==> src/rtl/lfuc_pkg.sv <==
// Shared types and constants for the LFU cache table.
`default_nettype none
package lfuc_pkg;
  localparam int MaxEntries = 16;
  localparam int KeyBits = 32;
  localparam int DataBits = 32;
  localparam int CountBits = 32;
  localparam int CapBits = 5;
  localparam int FieldBits = 32;

  localparam logic CMD_GET = 1'b0;
  localparam logic CMD_PUT = 1'b1;

  // controller to datapath
  typedef struct packed {
    logic load;    // capture request
    logic search;  // evaluate match and victim, register results
    logic commit;  // apply the update
  } lfuc_cmd_t;
endpackage
`default_nettype wire

==> src/rtl/lfuc_ctrl.sv <==
// Controller: sequences load, search, commit and result delivery.
`default_nettype none
module lfuc_ctrl (
  input  wire logic               clk,
  input  wire logic               rst,
  input  wire logic               in_valid,
  output logic                    in_ready,
  output logic                    out_valid,
  input  wire logic               out_ready,
  output lfuc_pkg::lfuc_cmd_t     cmd
);
  typedef enum logic [1:0] {S_IDLE, S_SEARCH, S_COMMIT, S_OUT} state_t;
  state_t state;

  assign in_ready  = (state == S_IDLE);
  assign out_valid = (state == S_OUT);
  always_comb begin
    cmd.load   = in_valid && (state == S_IDLE);
    cmd.search = (state == S_SEARCH);
    cmd.commit = (state == S_COMMIT);
  end

  always_ff @(posedge clk) begin
    if (rst) begin
      state <= S_IDLE;
    end else begin
      unique case (state)
        S_IDLE:   if (in_valid) state <= S_SEARCH;
        S_SEARCH: state <= S_COMMIT;
        S_COMMIT: state <= S_OUT;
        S_OUT:    if (out_ready) state <= S_IDLE;
        default:  state <= S_IDLE;
      endcase
    end
  end

  a_one_cmd: assert property (@(posedge clk) disable iff (rst)
    $onehot0({cmd.load, cmd.search, cmd.commit})) else $error("cmd overlap");
  a_commit_then_out: assert property (@(posedge clk) disable iff (rst)
    cmd.commit |=> out_valid) else $error("commit without result");
  a_load_then_search: assert property (@(posedge clk) disable iff (rst)
    cmd.load |=> cmd.search) else $error("load not followed by search");
endmodule
`default_nettype wire

==> src/rtl/lfuc_datapath.sv <==
// Datapath: entry array, key match, victim choice and update.
`default_nettype none
module lfuc_datapath #(
  parameter int MAX_ENTRIES = lfuc_pkg::MaxEntries,
  parameter int KEY_BITS    = lfuc_pkg::KeyBits,
  parameter int DATA_BITS   = lfuc_pkg::DataBits,
  parameter int COUNT_BITS  = lfuc_pkg::CountBits
) (
  input  wire logic                               clk,
  input  wire logic                               rst,
  input  wire lfuc_pkg::lfuc_cmd_t                cmd,
  input  wire logic [lfuc_pkg::CapBits-1:0]       capacity,
  input  wire logic                               in_cmd,
  input  wire logic [lfuc_pkg::FieldBits-1:0]     in_key,
  input  wire logic [lfuc_pkg::FieldBits-1:0]     in_value,
  output logic                                    hit,
  output logic [lfuc_pkg::FieldBits-1:0]          read_value,
  output logic                                    evicted,
  output logic [lfuc_pkg::FieldBits-1:0]          evicted_key
);
  localparam int IdxBits = (MAX_ENTRIES > 1) ? $clog2(MAX_ENTRIES) : 1;
  localparam int RecBits = IdxBits;
  localparam int OccBits = $clog2(MAX_ENTRIES + 1);
  localparam int FB = lfuc_pkg::FieldBits;
  localparam int Leaves = 1 << IdxBits;
  localparam logic [COUNT_BITS-1:0] CountMax = '1;

  logic [MAX_ENTRIES-1:0]  entry_valid;
  logic [KEY_BITS-1:0]     entry_key     [MAX_ENTRIES];
  logic [DATA_BITS-1:0]    entry_data    [MAX_ENTRIES];
  logic [COUNT_BITS-1:0]   entry_uses    [MAX_ENTRIES];
  logic [RecBits-1:0]      entry_recency [MAX_ENTRIES];
  logic [OccBits-1:0]      occupancy;

  logic                    req_put;
  logic [KEY_BITS-1:0]     req_key;
  logic [DATA_BITS-1:0]    req_data;

  // search results, registered
  logic                    found;
  logic [IdxBits-1:0]      found_idx;
  logic                    have_free;
  logic [IdxBits-1:0]      free_idx;
  logic                    have_vic;
  logic [IdxBits-1:0]      vic_idx;
  logic                    full;
  logic [OccBits-1:0]      limit;

  always_comb begin
    if (capacity > lfuc_pkg::CapBits'(MAX_ENTRIES) && MAX_ENTRIES < 32)
      limit = OccBits'(MAX_ENTRIES);
    else
      limit = OccBits'(capacity);
  end

  // per-entry match and first free slot, lowest index wins
  logic                    m_found;
  logic [IdxBits-1:0]      m_found_idx;
  logic                    m_free;
  logic [IdxBits-1:0]      m_free_idx;
  logic                    m_vic;
  logic [IdxBits-1:0]      m_vic_idx;

  always_comb begin
    m_found = 1'b0; m_found_idx = '0;
    m_free = 1'b0;  m_free_idx = '0;
    for (int i = MAX_ENTRIES - 1; i >= 0; i--) begin
      if (entry_valid[i] && entry_key[i] == req_key) begin
        m_found = 1'b1; m_found_idx = IdxBits'(i);
      end
      if (!entry_valid[i]) begin
        m_free = 1'b1; m_free_idx = IdxBits'(i);
      end
    end
  end

  // victim: oldest among the lowest counts; recency ranks are unique among valid entries
  // winner tree, one compare per level, registered at the end of search
  logic                    t_ok   [1:2*Leaves-1];
  logic [COUNT_BITS-1:0]   t_uses [1:2*Leaves-1];
  logic [RecBits-1:0]      t_rec  [1:2*Leaves-1];
  logic [IdxBits-1:0]      t_idx  [1:2*Leaves-1];

  always_comb begin
    logic take_left;
    for (int i = 0; i < Leaves; i++) begin
      if (i < MAX_ENTRIES) begin
        t_ok[Leaves+i]   = entry_valid[i];
        t_uses[Leaves+i] = entry_uses[i];
        t_rec[Leaves+i]  = entry_recency[i];
      end else begin
        t_ok[Leaves+i]   = 1'b0;
        t_uses[Leaves+i] = '0;
        t_rec[Leaves+i]  = '0;
      end
      t_idx[Leaves+i] = IdxBits'(i);
    end
    for (int n = Leaves - 1; n >= 1; n--) begin
      take_left = t_ok[2*n] &&
                  (!t_ok[2*n+1] || t_uses[2*n] < t_uses[2*n+1] ||
                   (t_uses[2*n] == t_uses[2*n+1] && t_rec[2*n] >= t_rec[2*n+1]));
      t_ok[n]   = t_ok[2*n] || t_ok[2*n+1];
      t_uses[n] = take_left ? t_uses[2*n] : t_uses[2*n+1];
      t_rec[n]  = take_left ? t_rec[2*n]  : t_rec[2*n+1];
      t_idx[n]  = take_left ? t_idx[2*n]  : t_idx[2*n+1];
    end
    m_vic     = t_ok[1];
    m_vic_idx = t_idx[1];
  end

  always_ff @(posedge clk) begin
    if (cmd.load) begin
      req_put  <= (in_cmd == lfuc_pkg::CMD_PUT);
      req_key  <= in_key[KEY_BITS-1:0];
      req_data <= in_value[DATA_BITS-1:0];
    end
    if (cmd.search) begin
      found     <= m_found;
      found_idx <= m_found_idx;
      have_free <= m_free;
      free_idx  <= m_free_idx;
      have_vic  <= m_vic;
      vic_idx   <= m_vic_idx;
      full      <= (occupancy >= limit);
    end
  end

  logic               do_evict;
  logic               do_insert;
  logic [IdxBits-1:0] ins_idx;
  logic               do_bump;

  always_comb begin
    do_bump   = found && (!req_put || limit != '0);
    do_evict  = req_put && limit != '0 && !found && full && have_vic;
    do_insert = req_put && limit != '0 && !found && (do_evict || have_free);
    ins_idx   = do_evict ? vic_idx : free_idx;
  end

  always_ff @(posedge clk) begin
    if (rst) begin
      entry_valid <= '0;
      occupancy   <= '0;
    end else if (cmd.commit) begin
      if (do_insert) begin
        entry_valid[ins_idx] <= 1'b1;
        if (!do_evict) occupancy <= occupancy + 1'b1;
      end
    end
  end

  always_ff @(posedge clk) begin
    if (cmd.commit) begin
      hit         <= found;
      read_value  <= (found && !req_put) ?
                     FB'($signed(entry_data[found_idx])) : '1;
      evicted     <= do_evict;
      evicted_key <= do_evict ? FB'($signed(entry_key[vic_idx])) : '0;
      for (int i = 0; i < MAX_ENTRIES; i++) begin
        if (do_bump) begin
          if (IdxBits'(i) == found_idx) begin
            entry_recency[i] <= '0;
            if (entry_uses[i] != CountMax) entry_uses[i] <= entry_uses[i] + 1'b1;
            if (req_put) entry_data[i] <= req_data;
          end else if (entry_valid[i] && entry_recency[i] < entry_recency[found_idx]) begin
            entry_recency[i] <= entry_recency[i] + 1'b1;
          end
        end else if (do_insert) begin
          if (IdxBits'(i) == ins_idx) begin
            entry_key[i]     <= req_key;
            entry_data[i]    <= req_data;
            entry_uses[i]    <= COUNT_BITS'(1);
            entry_recency[i] <= '0;
          end else if (entry_valid[i]) begin
            // all others age by one; on eviction, those older than the victim keep rank
            if (!do_evict || entry_recency[i] < entry_recency[vic_idx])
              entry_recency[i] <= entry_recency[i] + 1'b1;
          end
        end
      end
    end
  end

  a_occ_bound: assert property (@(posedge clk) disable iff (rst)
    occupancy <= OccBits'(MAX_ENTRIES)) else $error("occupancy overflow");
  a_evict_put: assert property (@(posedge clk) disable iff (rst)
    cmd.commit && do_evict |-> req_put && !found) else $error("bad eviction");
  a_occ_count: assert property (@(posedge clk) disable iff (rst)
    $countones(entry_valid) == occupancy) else $error("occupancy mismatch");
endmodule
`default_nettype wire

==> src/rtl/lfu_cache_table_core.sv <==
// Top level of the LFU cache table with LRU tie-break.
//  channel | direction | signals
//  cfg     | in        | cfg_valid, cfg_ready, capacity
//  in      | in        | in_valid, in_ready, cmd, key, value
//  out     | out       | out_valid, out_ready, hit, read_value, evicted, evicted_key
// Each request steps through load, search over all entries, commit and result,
// then waits for the output, as the single search-then-update sequence sets.
// Reset clears valid bits, occupancy and capacity; no clearing pass.
// A stalled result holds the block; no new transfer is taken until it leaves.
`default_nettype none
module lfu_cache_table_core #(
  parameter int MAX_ENTRIES = lfuc_pkg::MaxEntries,
  parameter int KEY_BITS    = lfuc_pkg::KeyBits,
  parameter int DATA_BITS   = lfuc_pkg::DataBits,
  parameter int COUNT_BITS  = lfuc_pkg::CountBits
) (
  input  wire logic        clk,
  input  wire logic        rst,
  input  wire logic        cfg_valid,
  output logic             cfg_ready,
  input  wire logic [4:0]  capacity,
  input  wire logic        in_valid,
  output logic             in_ready,
  input  wire logic        cmd,
  input  wire logic [31:0] key,
  input  wire logic [31:0] value,
  output logic             out_valid,
  input  wire logic        out_ready,
  output logic             hit,
  output logic [31:0]      read_value,
  output logic             evicted,
  output logic [31:0]      evicted_key
);
  logic [lfuc_pkg::CapBits-1:0] cap_reg;
  lfuc_pkg::lfuc_cmd_t          dp_cmd;

  assign cfg_ready = 1'b1;
  always_ff @(posedge clk) begin
    if (rst) cap_reg <= '0;
    else if (cfg_valid) cap_reg <= capacity;
  end

  lfuc_ctrl u_ctrl (
    .clk, .rst, .in_valid, .in_ready, .out_valid, .out_ready, .cmd(dp_cmd)
  );

  lfuc_datapath #(
    .MAX_ENTRIES(MAX_ENTRIES), .KEY_BITS(KEY_BITS),
    .DATA_BITS(DATA_BITS), .COUNT_BITS(COUNT_BITS)
  ) u_dp (
    .clk, .rst, .cmd(dp_cmd), .capacity(cap_reg),
    .in_cmd(cmd), .in_key(key), .in_value(value),
    .hit, .read_value, .evicted, .evicted_key
  );
endmodule
`default_nettype wire

==> config.mk <==
export PLATFORM = sky130hd
export DESIGN_NAME = lfu_cache_table_core
export DESIGN_NICKNAME = d
export VERILOG_FILES = /design/src/rtl/lfuc_pkg.sv /design/src/rtl/lfuc_ctrl.sv /design/src/rtl/lfuc_datapath.sv /design/src/rtl/lfu_cache_table_core.sv
export SDC_FILE = /design/constraint.sdc
export NUM_CORES = 2
export LEC_CHECK = 0
export BUFFER_PORTS_ARGS = -buffer_cell sky130_fd_sc_hd__buf_4
export CORE_ASPECT_RATIO = 1.4
export CORE_MARGIN = 4
export CORE_UTILIZATION = 35
export DETAILED_ROUTE_END_ITERATION = 8
export PLACE_DENSITY = 0.59
export SYNTH_ARGS = -nofsm -noshare
export SYNTH_HDL_FRONTEND = slang
export SYNTH_SLANG_ARGS = --single-unit
export TNS_END_PERCENT = 10
==> constraint.sdc <==
create_clock -name clk -period 14.36 [get_ports clk]
set_clock_uncertainty 0.05 [all_clocks]
set_input_delay 2.154 -clock clk [delete_from_list [all_inputs] [get_ports clk]]
set_output_delay 2.154 -clock clk [all_outputs]
set_load 0.01 [all_outputs]
==> results by stage <==
Run status:
- The run finished with clean final reports.

Synthesis:
- The most repeated cell in the gate-level netlist after synthesis is edfxtp_1.
- The cell area that synthesis handed to floorplanning was 0.103 mm^2.
- The xor and xnor area share after synthesis is 8.66%.
- The per-instance average area after synthesis is 12.6 um^2.
- The net count of the mapped netlist is around 9,000.
- After synthesis, the share of flip-flops with an asynchronous set or reset is 0%.
- The largest area contributor in the netlist is edfxtp_1.
- The synthesized design contains about 1,700 enable-type register cells.
- After Yosys synthesis, and, or, nand and nor cells account for 10.7% of the synthesized area.
- Sorting the synthesized cells by area gives the leading types as edfxtp_1 50%, ha_1 8.3%, mux4_2 7.9%, xnor2_1 6.6%, mux2i_1 4.0%.
- Synthesis produced a netlist whose cell count is 8,144.
- The fraction of synthesized area in multiplexers is 12.7%.
- Summing the areas of all fa, ha and maj instances in the mapped netlist gives 8.27% of the synthesized area.
- The sequential-to-total area share from yosys stat is 51.5%.
- The dominant combinational cell family by area after synthesis is multiplexers.
- For this run, the number of Yosys warnings is 0.
- The commonest cells after synthesis are 1,715 x edfxtp_1, 776 x nor2_1, 774 x xnor2_1.
- The flip-flop cell with the highest count after synthesis is edfxtp_1.
- Summed over its instances, the top area cell type makes up 50.2% of the synthesized netlist area.
- The synthesized netlist devotes 4.71% of its cell area to compound gates.
- Counting distinct cell types in the post-synthesis netlist gives 85.
- Counting flops and latches in the post-synthesis netlist gives 1,779.

Floorplanning:
- The initial utilization of the core area, before any placement, comes to 35.2%.
- The floorplan step set the die width to ~470 um.
- The number of ports placed on the die boundary is ~140.
- The placeable core region is 0.291 mm^2.
- The die covers 0.302 mm^2.
- The die is 649 um tall.
- The floorplan row count is 234.

Global routing:
- The via count of the first global-routing pass is 69,200.
- Entering global routing, the biggest net connects 139 pins.
- The global routing usage summed across all routing layers is between 20% and 30%.
- The number of antenna violations at the first check in global routing came to 14.
- The remaining global-route overflow is 0.
- The first global-routing pass estimated 471,000 um of wire.

Layout:
- After filler insertion, the fill cell instance count of the layout stands at roughly 27,000.
- The multi-input combinational cell area is 0.0466 mm^2.
- The layout-stage area growth over the synthesis result is 11.8%.
- Cells fill 39.4% of the core in the end.
- The share of post-route cells with drive strength above 1 is 13.2%.
- The final layout contains 9,068 nets.
- Across the whole layout, storage elements account for around 0.053 mm^2.
- The largest registers in the layout are u_dp.entry_data: 512 flops, u_dp.entry_key: 512 flops, u_dp.entry_uses: 512 flops.
- The count of cells in the finished layout, fillers not included, comes to 12,400.

Clock tree:
- The CTS tree is done.
- The CTS sink count is around 1,800.
- Once the clock tree was built, the setup fixing pass inserted 0 buffers.
- The number of buffers added by the clock tree synthesis step is approximately 190.
- The cell sitting at the root of the clock tree is a clkbuf_16.
- The deepest level of the CTS H-tree is 4.
- After clock tree synthesis, the clock-pin slew on the worst setup and hold paths is 70 ps.
- The number of resized instances in the post-cts repair step is 0.
- The quantity of hold-fixing buffers added after cts is 0.
- At the later pin of the worst-skew pair, clock insertion delay measures 910 ps.
- The clock passes through at most 4 buffers.

Placement:
- The HPWL after detailed placement is 229,000 um.
- The number of buffers added on ports is roughly 140.
- At the placement stage, the worst setup path has a slack of 2260 ps.
- After detailed placement, the design holds a cell count of approximately 12,000.
- The congestion estimate from routability-driven global placement came to approximately 0.96.

Routing:
- In the final routed layout, each cell accounts on average for 26.2 um.
- The total length of routed wires is 325,000 um.
- For this run, design rule violations remaining after detail routing come to 0.
- For this run, the detailed router's first-pass iteration total came to 5.
- The routed layout has around 68,000 vias.
- The count of nets left with antenna violations once routing finished came out at 0.
- Dividing the detail-routed via count by the number of cells gives 5.49.
- After the first detailed-routing iteration, the DRC count stood at 5,682.

Setup path:
- The nature of the critical path endpoint is a flop.
- Data on the critical path is required at its endpoint by 15,040 ps.
- The setup slack on the worst flop-to-flop path is around 2300 ps.
- The largest individual stage delay along the critical path comes from the cell o32ai_4.
- The critical path's most frequent cell is ha_1.
- The critical setup path kind is flop to flop.
- Along the worst path, the maximum fanout reaches 27.
- The nature of the critical path startpoint is a flop.
- The stage delay of the slowest cell on the critical path is 1030 ps.
- At the worst endpoint, the arrival time is 12,770 ps.

STA:
- Measured against its own limit, the worst slew margin works out to 15.3%.
- The number of failing hold endpoints at the final stage was 0.
- The max-slew violation count came to 0.
- The worst path uses between 80% and 90% of the clock period.
- Setup repair after global routing left no endpoint under its margin.
- The final critical path time including I/O delays and setup is 12,090 ps.
- Setup violations remaining at the end of the flow were counted as 0.
- The slew at the pin closest to its max-slew limit is 1270 ps.
- The post-route worst setup slack is 2270 ps.
- The final total negative setup slack is 0 ps.
- Timing would allow up to approximately 0.083 GHz.

Worst hold path:
- The worst min-delay path class is flop to flop.

Power:
- The maximum vdd ir drop is 0.123 mV.
- The power density relative to cell area is around 120 mW/mm^2.
- The total power consumption of the routed design is 0.0135 W.
- The static leakage is 40.4 nW.

Job:
- Max-cap violations in this run came to 0.
==> layer usage <==
layer / GRT usage [%] / wire length [um]
met1: 24.3 / 121000
met2: 36.3 / 160000
met3: 3.12 / 18700
met4: 13.3 / 24300
met5: 0 / 96
==> cell families (layout without fill, tap and decap cells) <==
group / after synthesis / after routing
and+or+nand+nor: 2247 / 2247
DFF: 1779 / 1779
xor gates and xnor gates: 1014 / 1014
buffers and inverters: 849 / 1174
muxes: 836 / 836
AOI/OAI and AO/OA: 740 / 740
adders and majority gates: 678 / 678
other: 1 / 4
==> where the power goes <==
group / internal (W) / switching [W]
combinational: 0.000835 / 0.00133
sequential: 0.00604 / 0.000183
clock: 0.00291 / 0.00220
total: 0.00979 / 0.00371
==> final cells by class <==
type,count,share of cell area (%)
diodes,3,0.00654
clock buffers,223,4.37
clock inverters,127,1.14
inverters,551,1.80
multi-input cells,5516,40.6
flip-flops and latches,1779,46.0
well taps,3894,4.25
repair buffers,273,1.82
==> metrics by stage <==
| step | hold slack [ps] | instance area [um^2] |
|---|---|---|
| 5_1_grt | 521 | 115000 |
| 2_1_floorplan | 417 | 103000 |
| 3_3_place_gp | 449 | 108000 |
| 6_report | 466 | 115000 |
| 3_5_place_dp | 456 | 108000 |
| 4_1_cts | 471 | 115000 |
==> layout by cell type (no fill, tap or decap), drive strengths merged, types with 8 or more instances in the layout <==
master,n
a2111oi,9
a211oi,52
a21boi,24
a21o,48
a21oi,242
a311oi,12
a31oi,16
a41oi,16
and2,70
and3,74
and4,33
buf,273
bufinv,22
clkbuf,223
clkinv,80
clkinvlp,16
dfxtp,64
edfxtp,1715
ha,678
inv,560
mux2,73
mux2i,405
mux4,358
nand2,362
nand2b,74
nand3,273
nand3b,8
nand4,286
nor2,777
nor2b,67
nor3,91
nor4,77
o211ai,20
o21a,64
o21ai,178
or3,21
or4,20
xnor2,774
xor2,240
==> critical path, delay by kind of cell, from the launching register on <==
kind	cells	cell delay, ps
AOI/OAI and AO/OA	12	3620
and+or+nand+nor	17	3490
buffers and inverters	7	1730
adders and majority gates	4	1260
muxes	3	1210
DFF	1	560
==> final timing paths <==
kind,from,to,depth (start not counted)
worst max-delay path,u_dp.entry_uses[0][46]$_SDFFCE_PP0P_,u_dp.vic_idx[0]$_DFFE_PN_,43
worst min-delay path,cap_reg[0]$_SDFFE_PP0P_,cap_reg[0]$_SDFFE_PP0P_,2
worst max register to register,u_dp.entry_uses[0][46]$_SDFFCE_PP0P_,u_dp.vic_idx[0]$_DFFE_PN_,43
worst min register to register,cap_reg[0]$_SDFFE_PP0P_,cap_reg[0]$_SDFFE_PP0P_,2
No activity file was read; power rests on OpenSTA's default activity.
